**src/rtl/hsqm_pkg.sv**
```systemverilog
// Shared types and constants for the Huffman sorted queue merger.
// Used by hsqm_cell and huffman_sorted_queue_merger_top; no dependencies.
`default_nettype none

package hsqm_pkg;

  localparam int unsigned QueueDepth = 256;
  localparam int unsigned CountW     = $clog2(QueueDepth + 1);
  localparam int unsigned FreqW      = 32;
  localparam int unsigned IdW        = 9;
  localparam int unsigned SymW       = 8;
  localparam int unsigned CtrW       = 8;
  localparam int unsigned LenW       = 9;
  localparam int unsigned StatusW    = 2;
  localparam int unsigned InDataW    = 40;  // symbol + frequency, byte padded
  localparam int unsigned OutDataW   = 72;  // 68 bits of fields, byte padded

  localparam logic [IdW-1:0] InternalBase = IdW'(256);

  typedef enum logic [StatusW-1:0] {
    ST_OK    = 2'd0,
    ST_FULL  = 2'd1,
    ST_SHORT = 2'd2
  } status_e;

  typedef enum logic {
    MODE_INSERT  = 1'b0,
    MODE_COMBINE = 1'b1
  } mode_e;

  typedef enum logic [1:0] {
    CELL_HOLD   = 2'd0,
    CELL_INSERT = 2'd1,
    CELL_POP2   = 2'd2
  } cell_op_e;

  typedef enum logic {
    S_IDLE  = 1'b0,
    S_MERGE = 1'b1
  } state_e;

  // Broadcast to every cell each cycle.
  typedef struct packed {
    cell_op_e             op;
    logic [FreqW-1:0]     freq;
    logic [IdW-1:0]       id;
  } cell_ctrl_t;

endpackage

`default_nettype wire

```
**src/rtl/hsqm_cell.sv**
```systemverilog
// One slot of the sorted node chain: holds a (frequency, id) pair.
// Depends on hsqm_pkg.
`default_nettype none

module hsqm_cell (
  input  logic                        clk_i,
  input  hsqm_pkg::cell_ctrl_t        ctrl_i,
  input  logic                        occ_i,         // slot holds a live entry
  input  logic                        lower_lt_i,    // neighbour below keeps its entry
  input  logic [hsqm_pkg::FreqW-1:0]  lower_freq_i,
  input  logic [hsqm_pkg::IdW-1:0]    lower_id_i,
  input  logic [hsqm_pkg::FreqW-1:0]  upper_freq_i,  // two slots up
  input  logic [hsqm_pkg::IdW-1:0]    upper_id_i,
  output logic [hsqm_pkg::FreqW-1:0]  freq_o,
  output logic [hsqm_pkg::IdW-1:0]    id_o,
  output logic                        lt_o
);
  import hsqm_pkg::*;

  logic [FreqW-1:0] freq_q, freq_d;
  logic [IdW-1:0]   id_q, id_d;

  // Live entry strictly below the new key stays put on insert.
  assign lt_o   = occ_i && (freq_q < ctrl_i.freq);
  assign freq_o = freq_q;
  assign id_o   = id_q;

  always_comb begin
    freq_d = freq_q;
    id_d   = id_q;
    unique case (ctrl_i.op)
      CELL_HOLD: begin
      end
      CELL_INSERT: begin
        if (!lt_o) begin
          if (lower_lt_i) begin
            freq_d = ctrl_i.freq;
            id_d   = ctrl_i.id;
          end else begin
            freq_d = lower_freq_i;
            id_d   = lower_id_i;
          end
        end
      end
      CELL_POP2: begin
        freq_d = upper_freq_i;
        id_d   = upper_id_i;
      end
      default: begin
      end
    endcase
  end

  always_ff @(posedge clk_i) begin
    freq_q <= freq_d;
    id_q   <= id_d;
  end

endmodule

`default_nettype wire

```
**config.mk**
```make
export PLATFORM = sky130hd
export DESIGN_NAME = hsqm_cell
export DESIGN_NICKNAME = d
export VERILOG_FILES = /design/src/rtl/hsqm_pkg.sv /design/src/rtl/hsqm_cell.sv
export SDC_FILE = /design/constraint.sdc
export NUM_CORES = 1
export LEC_CHECK = 0
export BUFFER_PORTS_ARGS = -buffer_cell sky130_fd_sc_hd__clkbuf_2
export CELL_PAD_IN_SITES_DETAIL_PLACEMENT = 0
export CELL_PAD_IN_SITES_GLOBAL_PLACEMENT = 2
export CORE_ASPECT_RATIO = 1.75
export CORE_MARGIN = 2
export CORE_UTILIZATION = 25
export DETAILED_ROUTE_END_ITERATION = 8
export GPL_ROUTABILITY_DRIVEN = 0
export GPL_TIMING_DRIVEN = 1
export PLACE_DENSITY = 0.85
export SYNTH_ARGS = -nofsm -noshare
export SYNTH_HDL_FRONTEND = slang
export SYNTH_SLANG_ARGS = --single-unit
export TNS_END_PERCENT = 1
```
**constraint.sdc**
```tcl
create_clock -name clk_i -period 5.9 [get_ports clk_i]
set_clock_uncertainty 0.15 [all_clocks]
set_input_delay 0.885 -clock clk_i [delete_from_list [all_inputs] [get_ports clk_i]]
set_output_delay 0.885 -clock clk_i [all_outputs]
set_load 0.005 [all_outputs]
```
==> results.toml, run 1 <==
[run_status]
status = "finished clean"

[final_layout]
fin_nets = 617
final_layout_size_suffix_gt1_share_pct = 39.43
syn_to_final_growth_pct = 39.07
diodes = 0
fin_area_sq_um = 3981
post-route-util_pct = 35.65
fillers = 1180
layoutNonFillerInstCount = 591

[floorplan]
core_area_sq_um = 11170
initial_utilization_pct = 25.64
io_pins = 170
dieWidth_um = 84.89
chipHeight_um = 145.6
die_area_sq_um = 12360
rows = 51

[clock_network]
cts_setup_buffers = 0
hold_buffers = 0
cts_buffer_depth = 2
htreeDepth = 2
root_buffer = "clkbuf_16"
clock_latency_ns = 0.29
cts_made_buffers = 5
cts.sinks = 41
cts_resized = 0
path_clk_slew_ns = 0.07
cts_tree = "built"

[setup_path]
crit_fanout = 4
endpoint_kind = "primary output"
worstPathArrival_ns = 2.45
critPathRequiredTime_ns = 4.87
start_kind = "primary input"
path_class = "primary input to primary output"

[global_route]
busiest_layer = "met2"
grt_pass1_wl_um = 13670
globalRouteMet1Util_pct = 14.34
antenna_found_initial = 0
grtUsageTotal_pct = 13.80
gr-total-overflow = 0
grtUsageMet3_pct = 2.836
first_global_vias = 2894
grt_max_degree = 84
grtUsageMet2_pct = 27.09

[flow_run]
maxCapViolCount = 0

[drt]
drt_iter0_drc = 56
viasPerCell = 4.464
drcViolationCount = 0
ant_nets = 0
routedWlPerCell_um = 14.14
dr.pass1.iters = 4
vias = 2638
totalWireLength_um = 8356

[yosys]
ys_seq_area_share_pct = 43.01
syn_inst = 294
ys_warn_count = 0
ys_types = 27
synth_area_sq_um = 2863
synth.avg_cell_area_sq_um = 9.737
synth_seq_cells = 41
synth_nets = 453

[sta]
max_freq_ghz = 0.2867
rsz0062_at_grt = "no"
finalSetupViolCount = 0
layout_setup_ws_ns = 2.412
tightest_slew_ns = 1.092
tns_ns = 0
slew_violations = 0
period_minus_slack_ns = 3.488
fin_crit_sh_pct = 59.11
hold_violations = 0
hold_ws_ns = 0.7218
slew_headroom_pct = 27.22

[power_and_ir_drop]
ir_drop_v = 0.0001022
power.total_mw = 0.8780
power_density_nw_per_um2 = 220.5
power_leakage_nw = 2.032

[worst_hold_path]
hp-class = "primary input to flip-flop"

[placed_design]
place_area_sq_um = 3839
pre_cts_slack_ns = 2.147
hpwl_um = 6627
port_buffers = 169
dp_cells = 583
## cells in the mapped netlist
library cell,n,share of area [%]
nand2_1,51,6.7
o21ai_0,46,8.0
edfxtp_1,41,43
mux2i_1,41,14
ha_1,31,14
inv_1,31,4.1
a21oi_1,11,1.9
clkbuf_1,8,1.0
buf_2,5,0.87
nor2_1,5,0.66
nand4_1,4,0.87
nand2b_1,3,0.66
nand3_1,3,0.52
a2111o_1,1,0.39
a211oi_1,1,0.26
a221o_1,1,0.35
a221oi_1,1,0.31
a31oi_1,1,0.22
and4_1,1,0.31
buf_1,1,0.13
nor2b_1,1,0.22
nor3_1,1,0.17
nor4_1,1,0.22
o211ai_1,1,0.26
o2bb2ai_1,1,0.31
o31a_1,1,0.31
xor2_1,1,0.31
## metal layers
layer / wire length [um] / part of all wire [%] / vias to the layer above
li1: - / - / 1376
met1: 2989 / 36 / 1166
met2: 4791 / 57 / 91
met3: 477 / 5.7 / 5
met4: 97 / 1.2 / 0
met5: 0 / 0 / -
## flip-flops by register name, summed over array words and instances, names as in the netlist
| register | flops |
|---|---|
| freq_o | 32 |
| id_o | 9 |
## logic make-up (layout without fill, tap and decap cells)
family | Yosys count | count (layout) | synth area share, %
adder cells (fa/ha/maj) | 31 | 31 | 13.55
AND/OR/NAND/NOR | 70 | 70 | 10.31
flip-flops | 41 | 41 | 43.01
AO/OA/AOI/OAI | 65 | 65 | 12.37
buffers and inverters | 45 | 210 | 6.119
XOR/XNOR | 1 | 1 | 0.3060
multiplexers | 41 | 41 | 14.34
## worst max-delay path, stage by stage
cell	delay (ns)
clkbuf_2	0.09
inv_1	0.04
ha_1	0.31
nand4_1	0.17
nor4_1	0.45
nand3_1	0.12
o2bb2ai_1	0.20
nor2_1	0.06
clkbuf_2	0.12
## power breakdown
| group | total [mW] | internal, mW | switching [mW] |
|---|---|---|---|
| registers | 0.383 | 0.367 | 0.0161 |
| logic | 0.220 | 0.104 | 0.116 |
| clock network | 0.275 | 0.155 | 0.119 |
| total | 0.878 | 0.627 | 0.251 |
## layout by cell type (no fill, tap or decap)
cell type and n:
xor2_1 1, and4_1 1, clkinv_2 2, clkinvlp_4 1, o211ai_1 1, edfxtp_1 41
mux2i_1 41, clkbuf_16 5, a31oi_1 1, a221o_1 1, a2111o_1 1, a221oi_1 1
o21ai_0 46, ha_1 31, nor4_1 1, clkbuf_2 169, nand2_1 51, nor2b_4 1
nand4_1 4, nor3_1 1, nand2b_1 3, o2bb2ai_1 1, nor2_1 5, inv_1 31
buf_4 2, a211oi_1 1, nand3_1 3, a21oi_1 11, o31a_2 1
## path summary, 6_finish.rpt
check                start          to  slack, ns  cells past startpoint
min          upper_id_i[3]     id_o[3]       0.72                      3
max reg2reg     freq_o[30]   freq_o[8]       2.78                      6
min reg2reg      freq_o[8]  freq_o[31]       1.61                      6
max             ctrl_i[39]        lt_o       2.41                      9
## cell type report
| type | count | area [sq um] | share of cell area, % |
|---|---|---|---|
| Multi-Input combinational cell | 208 | 1465 | 36.80 |
| Sequential cell | 41 | 1231 | 30.92 |
| Timing Repair Buffer | 171 | 860.8 | 21.62 |
| Tap cell | 132 | 165.2 | 4.148 |
| Clock buffer | 5 | 125.1 | 3.143 |
| Inverter | 31 | 116.4 | 2.923 |
| Clock inverter | 3 | 17.52 | 0.4400 |
No activity file was read; power rests on OpenSTA's default activity.
==> run 2, diff against run 1 <==
CORE_UTILIZATION = 24   (was 25)
PLACE_DENSITY = 0.82   (was 0.85)
clock period = 3.3 ns   (was 5.9 ns; I/O delays follow)
==> run 2 against run 1 <==
Against the previous run: setup slack worse by 1.9 ns; critical endpoint unchanged; design area up 1.1%; combinational power up 80%; critical path type is now flip-flop to primary output; largest cell class unchanged; global-route usage down 0.46 points; highest routed layer unchanged; clock power up 100%; hold slack worse by 0.39 ns; wire length up 0.69%; via count up 1.4%; largest power group unchanged.
==> results.toml, run 2 (synthesized netlist as in run 1, its figures left out) <==
[final_layout]
largest_register_ffs = 32
fillers = 1264
layoutNonFillerInstCount = 596
regArea_sq_um = 1231
syn_to_final_growth_pct = 40.56
multi_input_area_sq_um = 1465
final_layout_size_suffix_gt1_share_pct = 39.48
diodes = 0
layout_commonest_cell = "clkbuf_2"
fin_nets = 619
layout_common_cells = "169 x clkbuf_2, 51 x nand2_1, 46 x o21ai_0"

[sta]
rsz0062_at_grt = "no"
period_minus_slack_ns = 2.777
finalSetupViolCount = 0
fin_crit_sh_pct = 84.15
slew_violations = 0
max_freq_ghz = 0.3601
tns_ns = 0
hold_violations = 0
tightest_slew_ns = 0.7414
hold_ws_ns = 0.3323
slew_headroom_pct = 50.58

[clock_network]
root_buffer = "clkbuf_16"
hold_buffers = 0
cts_setup_buffers = 0
clock_latency_ns = 0.29
cts_resized = 0
htreeDepth = 2
path_clk_slew_ns = 0.06
cts_buffer_depth = 2
cts.sinks = 41
cts_tree = "built"
cts_made_buffers = 5

[drt]
vias = 2674
viasPerCell = 4.487
ant_nets = 0
routedWlPerCell_um = 14.12
top_layer = "met4"
drt_iter0_drc = 59
wl_met1_um = 3015
drcViolationCount = 0
route.met3.wl_um = 439
wl_met2_um = 4805
dr.pass1.iters = 4
totalWireLength_um = 8414

[setup_path]
critPathRequiredTime_ns = 2.65
crit_fanout = 4
worstPathArrival_ns = 2.13
endpoint_kind = "primary output"
start_kind = "flip-flop"
path_class = "flip-flop to primary output"

[power_and_ir_drop]
power_leakage_nw = 2.049
ir_drop_v = 0.0001651
power_density_nw_per_um2 = 407.5

[flow_run]
maxCapViolCount = 0

[placed_design]
port_buffers = 169
dp_cells = 588
hpwl_um = 6925

[floorplan]
dieWidth_um = 86.56
chipHeight_um = 148.5
io_pins = 170
initial_utilization_pct = 24.72
rows = 52
core_area_sq_um = 11580
die_area_sq_um = 12850

[global_route]
antenna_found_initial = 0
grt_max_degree = 83
first_global_vias = 2826
gr-total-overflow = 0
grt_pass1_wl_um = 13350
grtUsageTotal_pct = 13.34

[run_status]
status = "finished clean"

[worst_hold_path]
hp-class = "primary input to flip-flop"
==> run 2: critical path, stage by stage, from the launching register on <==
cell	delay (ns)
edfxtp_1	0.40
ha_1	0.35
nand4_1	0.17
nor4_1	0.43
nand3_1	0.12
o2bb2ai_1	0.19
nor2_1	0.07
clkbuf_2	0.12
==> run 2: cell type report <==
type	count	share of cell area [%]
multi-input combinational	208	36.41
sequential	41	30.60
timing repair buffer	173	21.77
tap	135	4.198
clock buffer	5	3.109
inverter	31	2.892
clock inverter	3	1.026
==> run 2: where the power goes <==
group,switching (mW),internal (mW)
combinational,0.208,0.190
sequential,0.0300,0.655
clock,0.203,0.354
==> run 2: path summary, 6_finish.rpt <==
| kind | cells past startpoint | slack [ns] | endpoint | startpoint |
|---|---|---|---|---|
| min | 3 | 0.33 | freq_o[3] | upper_freq_i[3] |
| max reg2reg | 7 | 0.67 | freq_o[25] | freq_o[30] |
| max | 7 | 0.52 | lt_o | freq_o[30] |
| min reg2reg | 5 | 1.13 | freq_o[31] | freq_o[31] |
==> run 2: per-layer routing <==
metal  track usage, %  vias to the layer above
li1                 -                     1382
met1            13.94                     1186
met2            25.96                       97
met3            2.386                        9
met4            4.297                        0
met5                0                        -
==> run 2: stage by stage <==
stage	util, %	instance area [sq um]	setup WS [ns]	power, mW
final	34.75	4024	0.5229	1.640
after global routing	34.75	4024	0.1989	1.746
after floorplan	-	2863	0.08136	0.8908
after CTS	34.75	4024	0.4998	1.672
after global placement	33.31	3857	0.5067	1.098
after detailed placement	33.31	3857	0.4277	1.108
==> run 3, diff against run 2 <==
ABC_AREA = 1   (was default)
CORE_UTILIZATION = 23   (was 24)
clock period = 2.7 ns   (was 3.3 ns; I/O delays follow)
==> run 3 against run 2 <==
Against the previous run: sequential share of layout area is 1.5 points lower; critical path depth up 2; critical endpoint unchanged; flip-flop and latch count unchanged; largest cell class unchanged.
==> results.toml, run 3 <==
[run_status]
status = "finished clean"

[yosys]
synthArstFlopShare_pct = 0
synth_area_sq_um = 2974
netlist_top_cells_count = "109 x nand2_1, 41 x edfxtp_1, 38 x inv_1"
ys_warn_count = 0
syn_inst = 364
synth_nets = 523
ys_seq_area_share_pct = 41.40
synth_most_common_cell = "nand2_1"
ys_types = 22
synth.largest_area_cell = "edfxtp_1"
synth.avg_cell_area_sq_um = 8.171
synth_seq_cells = 41
yosysTopAreaCellShare_pct = 41.40
synthTopCellsByArea = "edfxtp_1 41%, nand2_1 14%, ha_1 13%, o211ai_1 7.6%, nand3_1 5.6%"
ys.flop_type = "edfxtp_1"
synth_edf_count = 41

[floorplan]
core_area_sq_um = 12800
initial_utilization_pct = 23.24
chipHeight_um = 154.4
io_pins = 170
die_area_sq_um = 13890
rows = 55
dieWidth_um = 89.96

[sta]
finalSetupViolCount = 0
layout_setup_ws_ns = 0.2647
hold_ws_ns = 0.2714
max_freq_ghz = 0.4106
slew_violations = 0
tns_ns = 0
slew_headroom_pct = 72.62
period_minus_slack_ns = 2.435
tightest_slew_ns = 0.4107
rsz0062_at_grt = "no"
hold_violations = 0
fin_crit_sh_pct = 90.19

[clock_network]
cts_made_buffers = 5
hold_buffers = 0
cts_resized = 0
cts_buffer_depth = 2
root_buffer = "clkbuf_16"
htreeDepth = 2
cts_setup_buffers = 0
cts_tree = "built"
path_clk_slew_ns = 0.06
clock_latency_ns = 0.28
cts.sinks = 41

[setup_path]
ff2ff_path_depth = 10
start_kind = "flip-flop"
path_class = "flip-flop to primary output"
critPathRequiredTime_ns = 2.14
crit_fanout = 2
endpoint_kind = "primary output"
worstPathArrival_ns = 1.88

[final_layout]
post-route-util_pct = 33.03
diodes = 0
fillers = 1443
multi_input_area_sq_um = 1504
layoutNonFillerInstCount = 699
syn_to_final_growth_pct = 42.15
layout_common_cells = "169 x clkbuf_2, 107 x nand2_1, 41 x edfxtp_1"
layout_commonest_cell = "clkbuf_2"
fin_nets = 686
largest_register_ffs = 32
final_layout_size_suffix_gt1_share_pct = 37.50
regArea_sq_um = 1231

[worst_hold_path]
hp-class = "primary input to flip-flop"
worstHoldPathCells = 3

[global_route]
grtUsageTotal_pct = 14.09
grt_max_degree = 44
gr-total-overflow = 0
first_global_vias = 3018
grt_pass1_wl_um = 15190
antenna_found_initial = 0

[placed_design]
hpwl_um = 8323
port_buffers = 169
pre_cts_slack_ns = 0.3330
dp_cells = 691

[flow_run]
maxCapViolCount = 0

[power_and_ir_drop]
ir_drop_v = 0.0002268
power_density_nw_per_um2 = 486.1
power_leakage_nw = 2.178

[drt]
viasPerCell = 4.366
routedWlPerCell_um = 14.37
dr.pass1.iters = 4
ant_nets = 0
totalWireLength_um = 10050
vias = 3052
drt_iter0_drc = 79
drcViolationCount = 0
## run 3: changes by cell type after synthesis, moves of 7 or more
| cell | change |
|---|---|
| a31oi_1 | +9 |
| nor2_1 | +11 |
| nand3_1 | +30 |
| clkbuf_1 | +7 |
| o21ai_0 | -42 |
| inv_1 | +7 |
| nand2_1 | +58 |
| mux2i_1 | -41 |
| o211ai_1 | +29 |
## run 3: final timing paths
| check | from | slack [ns] | endpoint |
|---|---|---|---|
| hold reg to reg | freq_o[31] | 1.09 | freq_o[30] |
| setup reg to reg | freq_o[31] | 0.42 | freq_o[22] |
| hold / removal | lower_freq_i[28] | 0.27 | freq_o[28] |
| setup / recovery | freq_o[31] | 0.26 | lt_o |
## run 3: final cells by class
cell class,count,area share (%)
multi-input combinational,260,35.57
sequential,41,29.12
timing repair buffer,177,22.02
tap,171,5.061
inverter,42,3.729
clock buffer,5,2.959
clock inverter,3,1.539
## run 3: cell families after synthesis
| logic type | Yosys count | synth area share [%] |
|---|---|---|
| and+or+nand+nor | 165 | 23.14 |
| AOI/OAI and AO/OA | 64 | 14.22 |
| buffers and inverters | 63 | 8.203 |
| DFF | 41 | 41.40 |
| adders and majority gates | 31 | 13.04 |
## run 3: worst max-delay path, cell delays in order, from the launching register on
cell      delay (ns)
edfxtp_1        0.42
ha_1            0.32
nand2_1         0.07
nor2_2          0.11
nor3b_2         0.19
nor3b_2         0.18
nand2_1         0.07
nand2_1         0.07
inv_1           0.04
clkbuf_2        0.12
## run 3: where the power goes
| part | switching, mW | leakage [nW] | internal, mW |
|---|---|---|---|
| Clock | 0.234 | 0.0938 | 0.528 |
| Combinational | 0.263 | 1.69 | 0.221 |
| Sequential | 0.0316 | 0.394 | 0.779 |
## run 3: stage by stage
step	power (mW)	instance area, sq um
after floorplan	1.071	2977
after global placement	1.315	4038
after detailed placement	1.319	4038
after CTS	2.092	4228
after global routing	2.174	4228
final	2.055	4228
## run 3: per-layer routing
layer	GRT usage (%)	routed length (um)	part of all wire [%]	vias up
met2	28.68	5870	58	88
met4	5.495	252	2.5	0
li1	-	-	-	1572
met1	13.84	3485	35	1380
met5	0	0	0	-
met3	2.387	436	4.3	12
